[src/sv/rtt_pkg.sv]
// shared types, constants and helpers for the replacement template tokenizer
// used by every module of the block; depends on nothing
package rtt_pkg;

  localparam int MAX_DIGITS     = 8;
  localparam int MAX_GROUPS_DEF = 64;

  localparam int DCNT_W  = $clog2(MAX_DIGITS + 1);
  localparam int DIDX_W  = (MAX_DIGITS > 1) ? $clog2(MAX_DIGITS) : 1;
  localparam int SUB_W   = $clog2(MAX_DIGITS + 2);
  localparam int NOPS    = 4;
  localparam int NOPS_W  = $clog2(NOPS + 1);
  localparam int OPIDX_W = $clog2(NOPS);
  localparam int QDEPTH  = 2;

  localparam int CFG_IDX_W  = 1;
  localparam int CFG_DATA_W = 7;

  localparam logic [CFG_IDX_W-1:0] REG_GROUP_COUNT = 1'b0;
  localparam logic [CFG_IDX_W-1:0] REG_RAW_COPY    = 1'b1;

  localparam logic [1:0] KIND_LIT = 2'd0;
  localparam logic [1:0] KIND_REF = 2'd1;
  localparam logic [1:0] KIND_END = 2'd2;

  localparam logic [7:0] CH_BSLASH = 8'h5c;
  localparam logic [7:0] CH_DOLLAR = 8'h24;
  localparam logic [7:0] CH_LBRACE = 8'h7b;
  localparam logic [7:0] CH_RBRACE = 8'h7d;
  localparam logic [7:0] CH_N      = 8'h6e;
  localparam logic [7:0] CH_R      = 8'h72;
  localparam logic [7:0] CH_T      = 8'h74;
  localparam logic [7:0] CH_ZERO   = 8'h30;
  localparam logic [7:0] CH_NINE   = 8'h39;
  localparam logic [7:0] CH_LF     = 8'd10;
  localparam logic [7:0] CH_CR     = 8'd13;
  localparam logic [7:0] CH_TAB    = 8'd9;

  typedef enum logic [1:0] {
    OP_LIT    = 2'd0,
    OP_REF    = 2'd1,
    OP_REPLAY = 2'd2,
    OP_END    = 2'd3
  } op_kind_t;

  typedef struct packed {
    op_kind_t   kind;
    logic [7:0] lit;
  } op_t;

  typedef struct packed {
    op_t [NOPS-1:0]                ops;
    logic [NOPS_W-1:0]             n_ops;
    logic [5:0]                    group_index;
    logic [MAX_DIGITS-1:0][3:0]    digits;
    logic [DCNT_W-1:0]             dcnt;
    logic                          lost;
  } cmd_t;

  typedef struct packed {
    logic push;
    cmd_t cmd;
  } q_wr_t;

  typedef struct packed {
    logic valid;
    cmd_t cmd;
  } q_rd_t;

  typedef struct packed {
    logic [7:0] template_byte;
    logic       last_byte;
  } in_t;

  typedef struct packed {
    logic [1:0] kind;
    logic [7:0] literal;
    logic [5:0] group_index;
    logic       digits_lost;
    logic       run_end;
  } out_t;

  function automatic op_t mk_op(op_kind_t k, logic [7:0] v);
    op_t o;
    o.kind = k;
    o.lit  = v;
    return o;
  endfunction

endpackage

[src/sv/replacement_template_tokenizer.sv]
// top level of the replacement template tokenizer
// instantiates rtt_front, rtt_queue and rtt_back; uses rtt_pkg
//
// template bytes enter through push/full/in_data, one item per accepted edge;
// the last_byte flag closes the template and produces an end token
// tokens leave through empty/pop/out_data in order; run_end marks the last
// token that an input byte caused
// config writes go through cfg_valid/cfg_index/cfg_data, cfg_ready is always
// high; index 0 is group_count, index 1 is raw_copy
// a token passes from its accepted byte through the command queue into the output register
// throughput: the front takes one byte per cycle while full is low; the back
// sequencer emits one token per cycle while the receiver keeps up, so a byte that
// yields k tokens (up to 12 on an unclosed brace run) holds the back until all k are out,
// while the two-entry command queue lets the front run ahead until it fills and full rises
// a stalled receiver (pop low) holds the current token and backs up through
// the queue to full
// reset clears tokenizer state, config registers, the command queue pointers and
// the output valid flag; the digit buffer and output data are left as is and
// only read after being written
module replacement_template_tokenizer import rtt_pkg::*; #(
  parameter int MAX_GROUPS = MAX_GROUPS_DEF
) (
  input  logic                  clk,
  input  logic                  rst_n,
  input  logic                  push,
  output logic                  full,
  input  in_t                   in_data,
  output logic                  empty,
  input  logic                  pop,
  output out_t                  out_data,
  input  logic                  cfg_valid,
  output logic                  cfg_ready,
  input  logic [CFG_IDX_W-1:0]  cfg_index,
  input  logic [CFG_DATA_W-1:0] cfg_data
);

  q_wr_t q_wr;
  q_rd_t q_rd;
  logic  q_pop;

  assign cfg_ready = 1'b1;

  rtt_front #(
    .MAX_GROUPS (MAX_GROUPS)
  ) u_front (
    .clk       (clk),
    .rst_n     (rst_n),
    .push      (push),
    .in_data   (in_data),
    .full      (full),
    .cfg_valid (cfg_valid),
    .cfg_index (cfg_index),
    .cfg_data  (cfg_data),
    .q_wr      (q_wr)
  );

  rtt_queue u_queue (
    .clk   (clk),
    .rst_n (rst_n),
    .wr    (q_wr),
    .full  (full),
    .rd    (q_rd),
    .pop   (q_pop)
  );

  rtt_back u_back (
    .clk      (clk),
    .rst_n    (rst_n),
    .rd       (q_rd),
    .q_pop    (q_pop),
    .empty    (empty),
    .pop      (pop),
    .out_data (out_data)
  );

endmodule

[src/sv/rtt_front.sv]
// front end: accepts template bytes, holds the tokenizer state and config registers
// and turns each item into at most one command for the back end; uses rtt_pkg
module rtt_front import rtt_pkg::*; #(
  parameter int MAX_GROUPS = MAX_GROUPS_DEF
) (
  input  logic                  clk,
  input  logic                  rst_n,
  input  logic                  push,
  input  in_t                   in_data,
  input  logic                  full,
  input  logic                  cfg_valid,
  input  logic [CFG_IDX_W-1:0]  cfg_index,
  input  logic [CFG_DATA_W-1:0] cfg_data,
  output q_wr_t                 q_wr
);

  localparam int AW  = $clog2(MAX_GROUPS + 1);
  localparam int ACW = AW + 4;
  localparam int XW  = (AW > 7) ? AW : 7;

  typedef enum logic [4:0] {
    PH_IDLE   = 5'b00001,
    PH_BSLASH = 5'b00010,
    PH_DIGITS = 5'b00100,
    PH_DOLLAR = 5'b01000,
    PH_BRACE  = 5'b10000
  } phase_t;

  phase_t                     phase_r, phase_nxt;
  logic [AW-1:0]              acc_r, acc_nxt;
  logic [DCNT_W-1:0]          dcnt_r, dcnt_nxt;
  logic                       lost_r, lost_nxt;
  logic [MAX_DIGITS-1:0][3:0] dbuf_r, dbuf_nxt;
  logic [6:0]                 gc_r;
  logic                       raw_r;

  logic [7:0]     b;
  logic           last;
  logic           accept;
  logic           is_dig;
  logic [3:0]     dval;
  logic [7:0]     esc;
  logic [AW-1:0]  acc_base;
  logic [ACW-1:0] acc_prod;
  logic [AW-1:0]  acc_step;
  logic [XW-1:0]  acc_x;
  logic           idle_take;
  logic [NOPS_W-1:0] n;
  cmd_t           cmd;

  function automatic logic ref_ok(logic [AW-1:0] a, logic [6:0] gc);
    return (XW'(a) < XW'(gc)) && (a < AW'(MAX_GROUPS));
  endfunction

  assign b      = in_data.template_byte;
  assign last   = in_data.last_byte;
  assign accept = push && !full;
  assign is_dig = b inside {[CH_ZERO:CH_NINE]};
  assign dval   = b[3:0];

  always_comb begin
    case (b)
      CH_N:    esc = CH_LF;
      CH_R:    esc = CH_CR;
      CH_T:    esc = CH_TAB;
      default: esc = b;
    endcase
  end

  // index = index * 10 + digit, saturating
  assign acc_base = (phase_r == PH_DIGITS || phase_r == PH_BRACE) ? acc_r : '0;
  assign acc_prod = (ACW'(acc_base) << 3) + (ACW'(acc_base) << 1) + ACW'(dval);
  assign acc_step = (acc_prod > ACW'(MAX_GROUPS)) ? AW'(MAX_GROUPS) : acc_prod[AW-1:0];

  always_comb begin
    phase_nxt = phase_r;
    acc_nxt   = acc_r;
    dcnt_nxt  = dcnt_r;
    lost_nxt  = lost_r;
    dbuf_nxt  = dbuf_r;
    cmd       = '0;
    n         = '0;
    idle_take = 1'b0;
    acc_x     = '0;
    if (raw_r) begin
      cmd.ops[n[OPIDX_W-1:0]] = mk_op(OP_LIT, b);
      n = n + NOPS_W'(1);
      if (last) begin
        cmd.ops[n[OPIDX_W-1:0]] = mk_op(OP_END, 8'h00);
        n = n + NOPS_W'(1);
        phase_nxt = PH_IDLE;
        acc_nxt   = '0;
        dcnt_nxt  = '0;
        lost_nxt  = 1'b0;
      end
    end else begin
      case (phase_r)
        PH_BSLASH: begin
          if (is_dig) begin
            acc_nxt   = acc_step;
            phase_nxt = PH_DIGITS;
          end else begin
            cmd.ops[n[OPIDX_W-1:0]] = mk_op(OP_LIT, esc);
            n = n + NOPS_W'(1);
            phase_nxt = PH_IDLE;
          end
        end
        PH_DIGITS: begin
          if (is_dig) begin
            acc_nxt = acc_step;
          end else begin
            if (ref_ok(acc_nxt, gc_r)) begin
              acc_x = XW'(acc_nxt);
              cmd.group_index = acc_x[5:0];
              cmd.ops[n[OPIDX_W-1:0]] = mk_op(OP_REF, 8'h00);
              n = n + NOPS_W'(1);
            end
            acc_nxt   = '0;
            idle_take = 1'b1;
          end
        end
        PH_DOLLAR: begin
          if (b == CH_LBRACE) begin
            acc_nxt   = '0;
            dcnt_nxt  = '0;
            lost_nxt  = 1'b0;
            phase_nxt = PH_BRACE;
          end else if (is_dig) begin
            acc_nxt   = acc_step;
            phase_nxt = PH_DIGITS;
          end else begin
            cmd.ops[n[OPIDX_W-1:0]] = mk_op(OP_LIT, CH_DOLLAR);
            n = n + NOPS_W'(1);
            idle_take = 1'b1;
          end
        end
        PH_BRACE: begin
          if (is_dig) begin
            acc_nxt = acc_step;
            if (dcnt_nxt < DCNT_W'(MAX_DIGITS)) begin
              dbuf_nxt[dcnt_nxt[DIDX_W-1:0]] = dval;
              dcnt_nxt = dcnt_nxt + DCNT_W'(1);
            end else begin
              lost_nxt = 1'b1;
            end
          end else if (b == CH_RBRACE) begin
            if (ref_ok(acc_nxt, gc_r)) begin
              acc_x = XW'(acc_nxt);
              cmd.group_index = acc_x[5:0];
              cmd.ops[n[OPIDX_W-1:0]] = mk_op(OP_REF, 8'h00);
              n = n + NOPS_W'(1);
            end
            acc_nxt   = '0;
            dcnt_nxt  = '0;
            lost_nxt  = 1'b0;
            phase_nxt = PH_IDLE;
          end else begin
            cmd.ops[n[OPIDX_W-1:0]] = mk_op(OP_REPLAY, 8'h00);
            n = n + NOPS_W'(1);
            cmd.dcnt  = dcnt_nxt;
            cmd.lost  = lost_nxt;
            acc_nxt   = '0;
            dcnt_nxt  = '0;
            lost_nxt  = 1'b0;
            idle_take = 1'b1;
          end
        end
        default: idle_take = 1'b1;
      endcase

      if (idle_take) begin
        if (b == CH_BSLASH) begin
          phase_nxt = PH_BSLASH;
        end else if (b == CH_DOLLAR) begin
          phase_nxt = PH_DOLLAR;
        end else begin
          phase_nxt = PH_IDLE;
          cmd.ops[n[OPIDX_W-1:0]] = mk_op(OP_LIT, b);
          n = n + NOPS_W'(1);
        end
      end

      // flush whatever is pending at the end of the template
      if (last) begin
        case (phase_nxt)
          PH_BSLASH: begin
            cmd.ops[n[OPIDX_W-1:0]] = mk_op(OP_LIT, CH_BSLASH);
            n = n + NOPS_W'(1);
          end
          PH_DOLLAR: begin
            cmd.ops[n[OPIDX_W-1:0]] = mk_op(OP_LIT, CH_DOLLAR);
            n = n + NOPS_W'(1);
          end
          PH_DIGITS: begin
            if (ref_ok(acc_nxt, gc_r)) begin
              acc_x = XW'(acc_nxt);
              cmd.group_index = acc_x[5:0];
              cmd.ops[n[OPIDX_W-1:0]] = mk_op(OP_REF, 8'h00);
              n = n + NOPS_W'(1);
            end
          end
          PH_BRACE: begin
            cmd.ops[n[OPIDX_W-1:0]] = mk_op(OP_REPLAY, 8'h00);
            n = n + NOPS_W'(1);
            cmd.dcnt = dcnt_nxt;
            cmd.lost = lost_nxt;
          end
          default: ;
        endcase
        cmd.ops[n[OPIDX_W-1:0]] = mk_op(OP_END, 8'h00);
        n = n + NOPS_W'(1);
        phase_nxt = PH_IDLE;
        acc_nxt   = '0;
        dcnt_nxt  = '0;
        lost_nxt  = 1'b0;
      end
    end
    cmd.digits = dbuf_nxt;
    cmd.n_ops  = n;
  end

  assign q_wr.push = accept && (n != '0);
  assign q_wr.cmd  = cmd;

  always_ff @(posedge clk) begin
    if (!rst_n) begin
      phase_r <= PH_IDLE;
      acc_r   <= '0;
      dcnt_r  <= '0;
      lost_r  <= 1'b0;
    end else if (accept) begin
      phase_r <= phase_nxt;
      acc_r   <= acc_nxt;
      dcnt_r  <= dcnt_nxt;
      lost_r  <= lost_nxt;
    end
  end

  always_ff @(posedge clk) begin
    if (accept) begin
      dbuf_r <= dbuf_nxt;
    end
  end

  always_ff @(posedge clk) begin
    if (!rst_n) begin
      gc_r  <= '0;
      raw_r <= 1'b0;
    end else if (cfg_valid) begin
      case (cfg_index)
        REG_GROUP_COUNT: gc_r  <= cfg_data;
        REG_RAW_COPY:    raw_r <= cfg_data[0];
        default: ;
      endcase
    end
  end

endmodule

[src/sv/rtt_queue.sv]
// short command queue between front and back end
// uses rtt_pkg for the command type and depth
module rtt_queue import rtt_pkg::*; (
  input  logic  clk,
  input  logic  rst_n,
  input  q_wr_t wr,
  output logic  full,
  output q_rd_t rd,
  input  logic  pop
);

  localparam int PW = (QDEPTH > 1) ? $clog2(QDEPTH) : 1;

  cmd_t            mem_r [QDEPTH];
  logic [PW-1:0]   wptr_r, rptr_r;
  logic [PW:0]     cnt_r;

  assign full     = (cnt_r == (PW + 1)'(QDEPTH));
  assign rd.valid = (cnt_r != '0);
  assign rd.cmd   = mem_r[rptr_r];

  always_ff @(posedge clk) begin
    if (wr.push) begin
      mem_r[wptr_r] <= wr.cmd;
    end
  end

  always_ff @(posedge clk) begin
    if (!rst_n) begin
      wptr_r <= '0;
      rptr_r <= '0;
      cnt_r  <= '0;
    end else begin
      if (wr.push) begin
        wptr_r <= (wptr_r == PW'(QDEPTH - 1)) ? '0 : wptr_r + PW'(1);
      end
      if (pop) begin
        rptr_r <= (rptr_r == PW'(QDEPTH - 1)) ? '0 : rptr_r + PW'(1);
      end
      case ({wr.push, pop})
        2'b10:   cnt_r <= cnt_r + (PW + 1)'(1);
        2'b01:   cnt_r <= cnt_r - (PW + 1)'(1);
        default: cnt_r <= cnt_r;
      endcase
    end
  end

endmodule

[src/sv/rtt_back.sv]
// back end: steps through the head command into the output register, one result
// per cycle while that register is free or being popped; uses rtt_pkg
module rtt_back import rtt_pkg::*; (
  input  logic  clk,
  input  logic  rst_n,
  input  q_rd_t rd,
  output logic  q_pop,
  output logic  empty,
  input  logic  pop,
  output out_t  out_data
);

  logic [OPIDX_W-1:0] pos_r, pos_nxt;
  logic [SUB_W-1:0]   sub_r, sub_nxt;
  logic [SUB_W-1:0]   dig_sel;
  logic [3:0]         digit;
  op_t                cur;
  out_t               res;
  out_t               out_r;
  logic               out_v_r;
  logic               op_done, cmd_done, emit;

  assign cur     = rd.cmd.ops[pos_r];
  assign dig_sel = sub_r - SUB_W'(2);
  assign digit   = rd.cmd.digits[dig_sel[DIDX_W-1:0]];

  assign op_done  = (cur.kind != OP_REPLAY) ||
                    (sub_r == SUB_W'(rd.cmd.dcnt) + SUB_W'(1));
  assign cmd_done = op_done && (NOPS_W'(pos_r) == rd.cmd.n_ops - NOPS_W'(1));
  assign emit     = rd.valid && (!out_v_r || pop);
  assign q_pop    = emit && cmd_done;

  always_comb begin
    res = '0;
    case (cur.kind)
      OP_LIT: begin
        res.kind    = KIND_LIT;
        res.literal = cur.lit;
      end
      OP_REF: begin
        res.kind        = KIND_REF;
        res.group_index = rd.cmd.group_index;
      end
      OP_REPLAY: begin
        res.kind        = KIND_LIT;
        res.digits_lost = rd.cmd.lost;
        if (sub_r == '0) begin
          res.literal = CH_DOLLAR;
        end else if (sub_r == SUB_W'(1)) begin
          res.literal = CH_LBRACE;
        end else begin
          res.literal = CH_ZERO | {4'b0000, digit};
        end
      end
      OP_END: res.kind = KIND_END;
      default: res = '0;
    endcase
    res.run_end = cmd_done;
  end

  always_comb begin
    pos_nxt = pos_r;
    sub_nxt = sub_r;
    if (emit) begin
      if (cmd_done) begin
        pos_nxt = '0;
        sub_nxt = '0;
      end else if (op_done) begin
        pos_nxt = pos_r + OPIDX_W'(1);
        sub_nxt = '0;
      end else begin
        sub_nxt = sub_r + SUB_W'(1);
      end
    end
  end

  always_ff @(posedge clk) begin
    if (!rst_n) begin
      pos_r   <= '0;
      sub_r   <= '0;
      out_v_r <= 1'b0;
    end else begin
      pos_r <= pos_nxt;
      sub_r <= sub_nxt;
      if (emit) begin
        out_v_r <= 1'b1;
      end else if (pop) begin
        out_v_r <= 1'b0;
      end
    end
  end

  always_ff @(posedge clk) begin
    if (emit) begin
      out_r <= res;
    end
  end

  assign empty    = !out_v_r;
  assign out_data = out_r;

endmodule

[config.mk]
export PLATFORM = sky130hd
export DESIGN_NAME = replacement_template_tokenizer
export DESIGN_NICKNAME = d
export VERILOG_FILES = /design/src/sv/rtt_pkg.sv /design/src/sv/replacement_template_tokenizer.sv /design/src/sv/rtt_front.sv /design/src/sv/rtt_queue.sv /design/src/sv/rtt_back.sv
export SDC_FILE = /design/constraint.sdc
export NUM_CORES = 1
export LEC_CHECK = 0
export BUFFER_PORTS_ARGS = -buffer_cell sky130_fd_sc_hd__buf_2
export CORE_MARGIN = 1.5
export CORE_UTILIZATION = 60
export CTS_BUF_LIST = sky130_fd_sc_hd__clkbuf_2 sky130_fd_sc_hd__clkbuf_4 sky130_fd_sc_hd__clkbuf_8
export DETAILED_ROUTE_END_ITERATION = 10
export GPL_ROUTABILITY_DRIVEN = 0
export GPL_TIMING_DRIVEN = 0
export PLACE_DENSITY = 0.84
export SYNTH_ARGS = -nofsm -noshare
export SYNTH_HDL_FRONTEND = slang
export SYNTH_SLANG_ARGS = --single-unit
[constraint.sdc]
create_clock -name clk -period 10.5 [get_ports clk]
set_input_delay 2.1 -clock clk [delete_from_list [all_inputs] [get_ports clk]]
set_output_delay 2.1 -clock clk [all_outputs]
set_load 0.01 [all_outputs]
---- Yosys cells after proc, flatten, opt, wreduce, memory -nomap -nowiden ----
Memories as Yosys holds them, arrays and structs flattened. A register that Yosys moved wholly into a read port is not among the register bits.
Index checks and enable logic that the tools add are counted.
cells by class
  add/sub/neg operators ................... 15
  multiply operators ...................... 0
  div/mod/pow operators ................... 0
  order comparisons ....................... 18
  equal/unequal tests ..................... 26
  shifts and indexed selects .............. 0
  mux-type cells .......................... 134
  bitwise logic cells ..................... 16
  reduce and logical (&&, ||, !) cells .... 31
operators by type and width
  kind                                                              count
  40-bit 2-to-1 mux                                                 8
  40-bit case mux with 4 select lines                               1
  32-bit 2-to-1 mux                                                 4
  10-bit 2-to-1 mux                                                 10
  5-bit 2-to-1 mux                                                  16
  7-bit 2-to-1 mux                                                  11
  36-bit bitwise AND                                                2
  36-bit inverter                                                   2
  32-bit bitwise AND                                                2
  32-bit inverter                                                   2
  10-bit demux with 2-bit select                                    3
  6-bit 2-to-1 mux                                                  9
  8-bit by 7-bit == test with 1-bit output (second input constant)  6
  4-bit 2-to-1 mux                                                  11
  3-bit 2-to-1 mux                                                  14
  40-bit bitwise mux                                                1
  20-bit 2-to-1 mux                                                 2
  10-bit case mux with 4 select lines                               1
  32-bit bitwise mux                                                1
  24-bit bitwise AND                                                1
  24-bit inverter                                                   1
  8-bit case mux with 3 select lines                                1
  1-bit 2-to-1 mux                                                  22
  7-bit case mux with 3 select lines                                1
  60 further kinds                                                  108
word-level totals
  bits in registers ....................... 86
  bits in latches ......................... 0
  RAM bits ................................ 172
  bits in read-only memories .............. 0
  input bits .............................. 22
  output and inout bits ................... 21
  word-level logic and storage cells ...... 266
  memories ................................ 1
memories
  name           words  width  read ports  clocked after memory_dff  write ports  RTL line         source
  u_queue.mem_r  2      86     1           1                         1            rtt_queue.sv:14  cmd_t mem_r [QDEPTH];

---- Logic depth before layout (Yosys ltp) ----
Gate-level depths: netlist of run 1.
  word-level depth ........................ 25
  mapped depth ............................ 33
  depth with buffers taken out ............ 32

---- Modules after synthesis ----
Synthesis of run 1 repeated with hierarchy kept, for this count alone.
unflattened totals
  cells, all modules ...................... 1012
  area total of the unflattened synthesis .. 13270.2 um2
modules (own cells, without submodules)
  module                          times used  cells each  area an instance (um2)  seq. area each (um2)
  rtt_queue                       1           290         6583.8                  5265.0
  rtt_front                       1           584         4957.3                  1461.4
  rtt_back                        1           136         1717.9                  680.7
  replacement_template_tokenizer  1           2           11.3                    0.0

---- Worst setup path after synthesis of run 1 ----
OpenSTA, ideal clock, no wires.
  path type ............................... in2reg
  start ................................... input in_data[4] in the netlist's numbering
  end ..................................... memory u_queue.mem_r[0][0] in the netlist's numbering, enable pin
  library setup time ...................... 0.431 ns
  data arrival time ....................... 8.576 ns
  data required time ...................... 10.069 ns
  path slack .............................. 1.493 ns
  stages on the path ...................... 24
  path buffers ............................ 0
  cell sequence ........................... fa_1 -> ha_1 -> a211o_1 -> o21ai_1 -> xor2_1 -> a41oi_1 -> nor4_2 -> nand2_1 -> o21ai_0 -> ha_1 -> a21o_1 -> nand3_1 -> o2111ai_1 -> a311o_4 -> o31ai_4 -> nand2_1 -> a21boi_0 -> ha_1 -> nor2b_1 -> inv_1 -> nor4_2 -> a211oi_2 -> nor2_2 -> o211a_1
RTL lines
  item             RTL line                              source
  start, declared  replacement_template_tokenizer.sv:27  input in_t in_data,
  end, declared    rtt_queue.sv:14

---- Final worst setup path of run 1 ----
  start ................................... input in_data[4] in the netlist's numbering
  end ..................................... register u_queue.cnt_r[1]
on the way
  word-level cells in the longest chain between the ends .. 23
  elaborated cells on any way between the ends .. 65
  classes of those cells .................. 4 x add/sub; 5 x order compare; 10 x eq/ne; 40 x mux; 6 x reduce/logical
RTL lines
  item                                                                               RTL line          source
  branches (longest 17 deep; another with 11-bit by 4-bit adder with 11-bit output)  --
  3-bit 2-to-1 mux *                                                                 rtt_front.sv:184  if (last) begin
  3-bit 2-to-1 mux *                                                                 rtt_front.sv:85   if (raw_r) begin
  3-bit nonzero test *                                                               rtt_front.sv:222  assign q_wr.push = accept && (n != '0);
  1-bit logical AND *                                                                rtt_front.sv:222
  2-bit by 1-bit == test with 1-bit output / 2-bit == test (equally long branches)   rtt_queue.sv:40   case ({wr.push, pop})
  2-bit case mux with 2 select lines / 2-bit nonzero test (equally long branches)    --
  end signal, assigned                                                               rtt_queue.sv:41   2'b10: cnt_r <= cnt_r + (PW + 1)'(1);
  end signal, assigned                                                               rtt_queue.sv:42   2'b01: cnt_r <= cnt_r - (PW + 1)'(1);
  end signal, assigned                                                               rtt_queue.sv:43   default: cnt_r <= cnt_r;
  end, declared                                                                      rtt_queue.sv:16   logic [PW:0] cnt_r;
Every way passes the cells marked *. The select of a mux whose other input is x is not followed.
A chain may end at the register's enable or synchronous reset.

==> flow_summary.yaml, run 1 <==
finish:
  n_antenna_cell: 0
  layout-area-overhead-vs-synth_pct: 11.6
  num-nets-final: 1169
  final.fill_count: 1401
  layout.core_utilization_pct: 68.5
  drive_above_1_share_pct: 19.1
  postLayoutCellArea_sq_um: 13900
setup_path:
  crit_path_frequent_cell: "ha_1"
  crit_path_slowest_cell: "fa_1"
  timing.critical_path.from_type: "input port"
  path_max_fanout: 4
  path_buf_inv: 2
  timing.setup.critical_path_class: "input port to register"
  worst_ep_required_time_ns: 10.95
  critical_path.endpoint_type: "register"
  arrival_ns: 9.41
  cp_top_family: "compound AO/OA/AOI/OAI gates"
  worst_path_largest_cell_delay_ns: 0.53
floorplanning:
  fp.dieH_microns: 147
  core_area_sq_um: 20200
  fp.dieW_microns: 147
  std_cell_rows: 52
  start_util_pct: 61.4
  boundaryPins: 43
  die_area_sq_um: 21600
clock_network:
  clk_transition_reported_paths_ns: 0.06
  cts.repair.resized: 0
  hold_buffers: 0
  ctsRootBufferMaster: "clkbuf_8"
  post_cts_buffers: 0
  cts-buffers-inserted: 39
  clock_tree.buffer_depth: 3
  clock_tree_from_tritoncts: "yes"
  worstSkewPairLatency_ns: 0.55
  cts.sink_count: 239
  cts_htree_levels: 2
timing:
  grt_setup_unrepaired: "false"
  setup_ws_ns: 1.54
  final-hold-violation-count: 0
  timing_worst_slew_pin_value_ns: 1.03
  post-route-min-period_ns: 8.96
  timing.setup.tns_ns: 0
  setup_violations: 0
  fin_worst_skew_ns: 0.0328
  max_slew_margin_vs_limit_pct: 31.0
  maximum_clock_rate_ghz: 0.112
  post-route-period-util_pct: 85.4
  finalMaxSlewViolations: 0
routing:
  drt_iter0_markers: 1261
  drt-wirelength-per-cell_microns: 21.4
  detailroute.via_count: 8986
  drt-pass1-iter-count: 8
  detail_route.drc_violations: 0
  routed_wl_mm: 30.0
  drt_via_density: 6.40
  antenna_violating_nets_post_route: 0
grt:
  grt_pass1_vias: 8772
  pin_count_of_the_biggest_net_entering_global_routing: 57
  grt_use_total_pct: 28.3
  gr-total-overflow: 0
  antenna_found_initial: 0
  grt_pass1_wl_mm: 47.2
job:
  maxCapViolations: 0
yosys:
  synth.largest_area_cell: "edfxtp_1"
  synth.top_cell.area_share_pct: 48.9
  syn_nets: 1086
  synth-edff-count: 202
  synthTopCellsByArea: "edfxtp_1, mux4_2, dfxtp_1"
  post_synth_num_cell_types: 106
  syn_area_sq_um: 12400
  synth_top_flop_cell: "edfxtp_1"
  postSynthAreaPerCell_sq_um: 12.2
  syn-instance-count: 1020
  dominant_cell_by_count_in_the_synthesized_netlist: "edfxtp_1"
  synth.ff_latch_count: 239
  ys_async_sr_fraction_pct: 0
  netlist_top_cells_count: "edfxtp_1, nor2_1, nand2_1"
  yosysWarningCount: 0
  yosysSeqAreaShare_pct: 54.8
worst_hold_path:
  worst_hold_class: "register to register"
pwr:
  ir_drop_uv: 85.0
  pleak_nw: 4.69
  power_per_standard_cell_area_nw_per_um2: 179
status:
  run_status: "complete, no violations"
placed_design:
  placed_area_sq_um: 13000
  dp_hpwl_mm: 21.1
  numPortBuffers: 40
  detailedPlace.worstSlack_ns: 1.18
## layer usage
layer  global-route usage, %  wire [microns]  up-vias
met5                       0               0        -
met4                    12.3            1070        0
met3                    5.78            2660       82
met2                    44.5           14100      492
met1                    38.7           12200     4347
li1                        -               -     4065
## registers in the layout (all words and copies together) (netlist names), 2 cells and up, named ones only
signal	count
u_queue.cnt_r	2
u_front.dbuf_r	32
u_back.sub_r	4
u_front.phase_r	5
u_back.out_data	18
u_queue.mem_r	152
u_front.gc_r	7
u_front.dcnt_r	4
u_front.acc_r	7
u_back.pos_r	2
## final timing paths
check	startpoint	end	depth (start not counted)	slack, ns
worst max register to register	u_front.phase_r[1]$_SDFFE_PN0P_	u_queue.cnt_r[1]$_SDFFE_PN0P_	28	2.14
worst min register to register	u_queue.mem_r[1][41]$_DFFE_PP_	u_back.out_data[6]$_SDFFCE_PP0P_	2	0.56
worst min-delay path	u_queue.mem_r[1][41]$_DFFE_PP_	u_back.out_data[6]$_SDFFCE_PP0P_	2	0.56
worst max-delay path	in_data[4]	u_queue.cnt_r[1]$_SDFFE_PN0P_	26	1.54
## final cells by class
type | instances | area [sq um] | area share, %
Sequential cell | 239 | 6810 | 49.1
Multi-Input combinational cell | 694 | 5230 | 37.8
Clock buffer | 51 | 652 | 4.70
Tap cell | 270 | 338 | 2.44
Timing Repair Buffer | 42 | 255 | 1.84
Buffer | 45 | 236 | 1.71
Clock inverter | 20 | 178 | 1.28
Inverter | 42 | 159 | 1.15
## through the flow
stage | hold WS (ns) | power [mW] | std cells
floorplan | 0.481 | 1.48 | 1020
global placement | 0.495 | 1.62 | 1330
detailed placement | 0.534 | 1.64 | 1332
CTS | 0.554 | 2.49 | 1403
global route | 0.583 | 2.57 | 1403
finish | 0.559 | 2.48 | 1403
## cell families (layout without fill, tap and decap cells)
kind of cell | count (synthesis) | after routing | synth area share [%]
AOI/OAI and AO/OA | 237 | 237 | 13.7
xor gates and xnor gates | 18 | 18 | 1.33
adders and majority gates | 44 | 44 | 4.55
buffers and inverters | 87 | 200 | 3.17
DFF | 239 | 239 | 54.8
muxes | 65 | 65 | 8.88
other | 1 | 1 | 0.0302
and+or+nand+nor | 329 | 329 | 13.6
## placed cells by master, fill, tap and decap left out, drive strengths merged, types with 8 or more instances in the layout
cell	n
edfxtp	202
nor2	120
nand2	88
clkbuf	78
o21ai	68
buf	60
a21oi	46
ha	42
inv	40
dfxtp	37
mux4	35
a22oi	20
mux2i	19
nand3	19
nor3	16
clkinv	16
and3	12
xnor2	11
mux2	11
or3	10
a211oi	9
and2	9
nor2b	8
nor3b	8
nor4	8
## report_power, final
part           switching, mW  internal, mW  total, mW
combinational          0.292         0.159      0.452
sequential            0.0269          1.14       1.17
clock                  0.377         0.483      0.860
## worst reg2reg max path: cells and delay by family (launching register included)
family	cells	cell delay [ns]
flip-flops	1	0.30
buffers and inverters	2	0.27
XOR/XNOR	2	0.67
AND/OR/NAND/NOR	8	2.32
AO/OA/AOI/OAI	11	2.95
adder cells (fa/ha/maj)	5	1.76
Note: power is estimated with default switching activity, not from simulation.
==> run 2, diff against run 1 <==
==> constraint.sdc (replaced) <==
create_clock -name clk -period 8.63 [get_ports clk]
set_input_delay 1.726 -clock clk [delete_from_list [all_inputs] [get_ports clk]]
set_output_delay 1.726 -clock clk [all_outputs]
set_load 0.01 [all_outputs]
==> run 2 against run 1 <==
Against the previous run: final cell count barely moved; non-clock buffer count did not move; sequential share of layout area down 0.11 points; clock power up 22%; critical path type unchanged; largest power group unchanged.
==> flow_summary.yaml, run 2 (synthesized netlist as in run 1, its figures left out) <==
clock_network:
  cts_htree_levels: 2
  clk_transition_reported_paths_ns: 0.06
  cts.repair.resized: 0
  hold_buffers: 0
  clock_tree_from_tritoncts: "yes"
  ctsRootBufferMaster: "clkbuf_8"
  post_cts_buffers: 0
  cts.sink_count: 239
  cts-buffers-inserted: 39
  worstSkewPairLatency_ns: 0.55
  clock_tree.buffer_depth: 3
timing:
  finalMaxSlewViolations: 0
  max_slew_margin_vs_limit_pct: 29.2
  fin_worst_skew_ns: 0.0303
  timing_worst_slew_pin_value_ns: 1.05
  final-hold-violation-count: 0
  post-route-period-util_pct: 96.2
  setup_ws_ns: 0.325
  post-route-min-period_ns: 8.30
  setup_violations: 0
  maximum_clock_rate_ghz: 0.120
routing:
  drt_via_density: 6.41
  antenna_violating_nets_post_route: 0
  drt-pass1-iter-count: 7
  drt_iter0_markers: 1065
  drt-wirelength-per-cell_microns: 21.6
  detailroute.via_count: 8994
  routed_wl_mm: 30.3
  detail_route.drc_violations: 0
finish:
  layout.cells.most_common: "edfxtp_1"
  n_antenna_cell: 0
  drive_above_1_share_pct: 19.4
  finish.cell_count_without_fillers: 1404
  largest_reg_flops: 152
  commonest_non_fill_non_tap_cells_in_the_layout: "edfxtp_1, nor2_1, nand2_1, o21ai_0, buf_2"
  registers.top_by_ff_count: "u_queue.mem_r"
  num-nets-final: 1170
  layout-area-overhead-vs-synth_pct: 11.8
pwr:
  pleak_nw: 4.71
  power_per_standard_cell_area_nw_per_um2: 218
  ir_drop_uv: 104
  totalPowerFinal_mw: 3.02
floorplanning:
  fp.dieH_microns: 147
  fp.dieW_microns: 147
  die_area_sq_um: 21600
  boundaryPins: 43
  std_cell_rows: 52
  core_area_sq_um: 20200
  start_util_pct: 61.4
job:
  maxCapViolations: 0
grt:
  gr-total-overflow: 0
  pin_count_of_the_biggest_net_entering_global_routing: 57
  grt_pass1_vias: 8772
  grt_pass1_wl_mm: 47.2
  grt_use_total_pct: 28.3
  antenna_found_initial: 0
placed_design:
  numPortBuffers: 40
  place.detailed.instances: 1332
  dp_hpwl_mm: 21.1
  detailedPlace.worstSlack_ns: -0.315
setup_path:
  crit_path_frequent_cell: "ha_1"
  crit_path_slowest_cell: "fa_1"
  critical_path.endpoint_type: "register"
  worst_path_largest_cell_delay_ns: 0.53
  arrival_ns: 8.75
  worst_ep_required_time_ns: 9.08
  timing.critical_path.from_type: "input port"
  path_max_fanout: 4
  timing.setup.critical_path_class: "input port to register"
status:
  run_status: "complete, no violations"
worst_hold_path:
  worst_hold_class: "register to register"
## run 2: critical path: cells and delay by family
family          cells  cell delay [ns]
compound gates     11             2.56
xor+xnor            2             0.60
fa+ha+maj           5             1.73
buf+inv             2             0.22
simple gates        7             1.88
## run 2: metal layers
metal | GRT usage, % | routed length, microns | vias to the layer above
met3 | 5.78 | 2810 | 97
li1 | - | - | 4065
met4 | 12.3 | 1130 | 0
met5 | 0 | 0 | -
met2 | 44.5 | 14200 | 515
met1 | 38.7 | 12100 | 4317
## run 2: worst paths after layout
path / from / endpoint / slack (ns) / cells past startpoint
max: in_data[4] / u_queue.cnt_r[1]$_SDFFE_PN0P_ / 0.33 / 27
max reg2reg: u_front.phase_r[1]$_SDFFE_PN0P_ / u_queue.cnt_r[1]$_SDFFE_PN0P_ / 0.54 / 29
min: u_queue.mem_r[1][41]$_DFFE_PP_ / u_back.out_data[6]$_SDFFCE_PP0P_ / 0.56 / 2
min reg2reg: u_queue.mem_r[1][41]$_DFFE_PP_ / u_back.out_data[6]$_SDFFCE_PP0P_ / 0.56 / 2
## run 2: report_power, final
| group | switching (mW) | internal (mW) |
|---|---|---|
| registers | 0.0326 | 1.39 |
| logic | 0.358 | 0.195 |
| clock network | 0.458 | 0.588 |
## run 2: metrics by stage
step	hold slack [ns]	setup TNS, ns	instance area [sq um]	util [%]
2_1_floorplan	0.481	-0.415	12400	-
3_3_place_gp	0.495	-248.10	13000	64.0
3_5_place_dp	0.534	-20.04	13000	64.4
4_1_cts	0.554	0	13900	68.5
5_1_grt	0.583	-0.00714	13900	68.6
6_report	0.564	0	13900	68.6
## run 2: area by class of cell
class,count,area [sq um]
tap,270,338
buffer,45,236
inverter,42,159
timing repair buffer,42,255
fill,1398,6350
sequential,239,6810
clock buffer,51,652
clock inverter,20,178
multi-input combinational,695,5260
==> run 3, diff against run 2 <==
--- a/config.mk
+++ b/config.mk
@@ -6,6 +6,7 @@
 export NUM_CORES = 1
 export LEC_CHECK = 0
 export BUFFER_PORTS_ARGS = -buffer_cell sky130_fd_sc_hd__buf_2
+export CORE_ASPECT_RATIO = 1.75
 export CORE_MARGIN = 1.5
 export CORE_UTILIZATION = 60
 export CTS_BUF_LIST = sky130_fd_sc_hd__clkbuf_2 sky130_fd_sc_hd__clkbuf_4 sky130_fd_sc_hd__clkbuf_8
==> run 3 against run 2 <==
Against the previous run: register-to-register slack better by 0.03 ns; maximum frequency rose by 1.5%; worst setup slack better by 0.12 ns; sequential share of layout area increased by 0.54 points; clock skew increased by 0.014 ns; worst hold slack got worse by 0.050 ns; final area down 1.1%; non-clock buffer count unchanged.
==> flow_summary.yaml, run 3 (synthesized netlist as in run 1, its figures left out) <==
status:
  run_status: "complete, no violations"
grt:
  antenna_found_initial: 0
  grt_pass1_vias: 8968
  grt_pass1_wl_mm: 46.7
  grt_use_total_pct: 27.7
  grt.met3_usage_pct: 3.26
  gr-total-overflow: 0
  gr-usage-met2_pct: 51.7
  grt_busiest_layer: "met2"
  pin_count_of_the_biggest_net_entering_global_routing: 46
  use_met1_pct: 29.2
worst_hold_path:
  min-delay-start: "u_queue.rptr_r$_SDFFE_PN0P_"
  worst_hold_class: "register to register"
  min_path_cells: 2
timing:
  setup_violations: 0
  timing.setup.tns_ns: 0
  final-hold-violation-count: 0
  post-route-period-util_pct: 94.8
  grt_setup_unrepaired: "false"
  max_slew_margin_vs_limit_pct: 29.0
  fin_worst_skew_ns: 0.0445
  finalMaxSlewViolations: 0
  final.hold.worst_slack_ns: 0.513
  timing_worst_slew_pin_value_ns: 1.05
  post-route-min-period_ns: 8.18
  maximum_clock_rate_ghz: 0.122
setup_path:
  r2r_cells: 28
  arrival_ns: 8.43
  cp_top_family: "compound AO/OA/AOI/OAI gates"
  timing.critical_path.from_type: "input port"
  timing.setup.critical_path_class: "input port to register"
  worst_path_largest_cell_delay_ns: 0.53
  path_max_fanout: 45
  path_buf_inv: 4
  worst_ep_required_time_ns: 8.88
  regToRegStartpoint: "u_front.phase_r[1]$_SDFFE_PN0P_"
  critical_path.endpoint_type: "register"
  reg2reg_setup_slack_ns: 0.57
  critical_path.reg2reg.endpoint: "u_queue.mem_r[0][37]$_DFFE_PP_"
  crit_path_slowest_cell: "fa_1"
  crit_path_frequent_cell: "ha_1"
clock_network:
  post_cts_buffers: 0
  clock_tree_from_tritoncts: "yes"
  cts.repair.resized: 0
  worstSkewPairLatency_ns: 0.60
  cts-buffers-inserted: 31
  cts_htree_levels: 1
  clock_tree.buffer_depth: 3
  ctsRootBufferMaster: "clkbuf_8"
  hold_buffers: 0
  cts.sink_count: 239
  clk_transition_reported_paths_ns: 0.07
routing:
  detailroute.via_count: 8854
  drt-pass1-iter-count: 6
  detail_route.drc_violations: 0
  drt_via_density: 6.47
  antenna_violating_nets_post_route: 0
  drt_iter0_markers: 818
  routed_wl_mm: 30.1
  drt-wirelength-per-cell_microns: 22.0
finish:
  layout.cells.most_common: "edfxtp_1"
  n_antenna_cell: 0
  largest_reg_flops: 152
  num-nets-final: 1161
  layout-area-overhead-vs-synth_pct: 10.6
  commonest_non_fill_non_tap_cells_in_the_layout: "edfxtp_1, nor2_1, nand2_1, o21ai_0, buf_2"
  drive_above_1_share_pct: 18.8
  finish.cell_count_without_fillers: 1368
  registers.top_by_ff_count: "u_queue.mem_r"
job:
  maxCapViolations: 0
pwr:
  ir_drop_uv: 154
  pleak_nw: 4.63
  totalPowerFinal_mw: 2.89
  power_per_standard_cell_area_nw_per_um2: 210
placed_design:
  place.detailed.instances: 1310
  numPortBuffers: 40
  dp_hpwl_mm: 21.8
floorplanning:
  die_area_sq_um: 21600
  boundaryPins: 43
  core_area_sq_um: 20300
  start_util_pct: 61.2
  fp.dieW_microns: 112
  std_cell_rows: 69
  fp.dieH_microns: 193
## run 3: cell types whose count changed in the layout (fill, tap and decap cells not counted), moves of 2 or more
| cell | change |
|---|---|
| clkbuf_4 | -2 |
| clkbuf_8 | -6 |
| clkinv_1 | -4 |
| clkinv_2 | -2 |
## run 3: how the worst max path moves through the flow
stage                    start                             end  slack, ns  cells after the start
detailed placement  in_data[4]   u_queue.cnt_r[1]$_SDFFE_PN0P_      -0.38                     26
floorplan           in_data[4]   u_queue.mem_r[0][0]$_DFFE_PP_     -0.003                     24
global route        in_data[4]  u_queue.mem_r[0][37]$_DFFE_PP_       0.09                     26
CTS                 in_data[4]   u_queue.cnt_r[1]$_SDFFE_PN0P_       0.19                     26
global placement    in_data[4]  u_queue.mem_r[0][40]$_DFFE_PP_      -1.79                     25
finish              in_data[4]  u_queue.mem_r[0][37]$_DFFE_PP_       0.45                     26
## run 3: cell type report
cell class	instances	area, sq um
Tap cell	248	310
Timing Repair Buffer	42	255
Sequential cell	239	6810
Clock buffer	43	554
Multi-Input combinational cell	694	5250
Inverter	42	159
Clock inverter	15	163
Buffer	45	236
Fill cell	1422	6550
## run 3: worst min-delay path: stages, from the launching register on
cell	delay, ns
dfxtp_1	0.33
xnor2_1	0.09
nor2_1	0.08
## run 3: power breakdown
part / switching (mW) / internal (mW) / total, mW
registers: 0.0315 / 1.39 / 1.42
logic: 0.343 / 0.194 / 0.537
clock network: 0.421 / 0.511 / 0.932
## run 3: metrics by stage
stage                     area [sq um]  setup WS, ns  utilization, %
after floorplan                  12400      -0.00273               -
after global placement           12900         -1.79            63.7
after detailed placement         13000        -0.377            64.1
after CTS                        13700         0.188            67.6
after global routing             13700        0.0902            67.7
final                            13700         0.447            67.7
## run 3: metal layers
metal  vias up  share of wire [%]
met5         -                  0
met4         0                6.3
met3       118                5.6
met1      4285                 34
met2       402                 54
li1       4049                  -
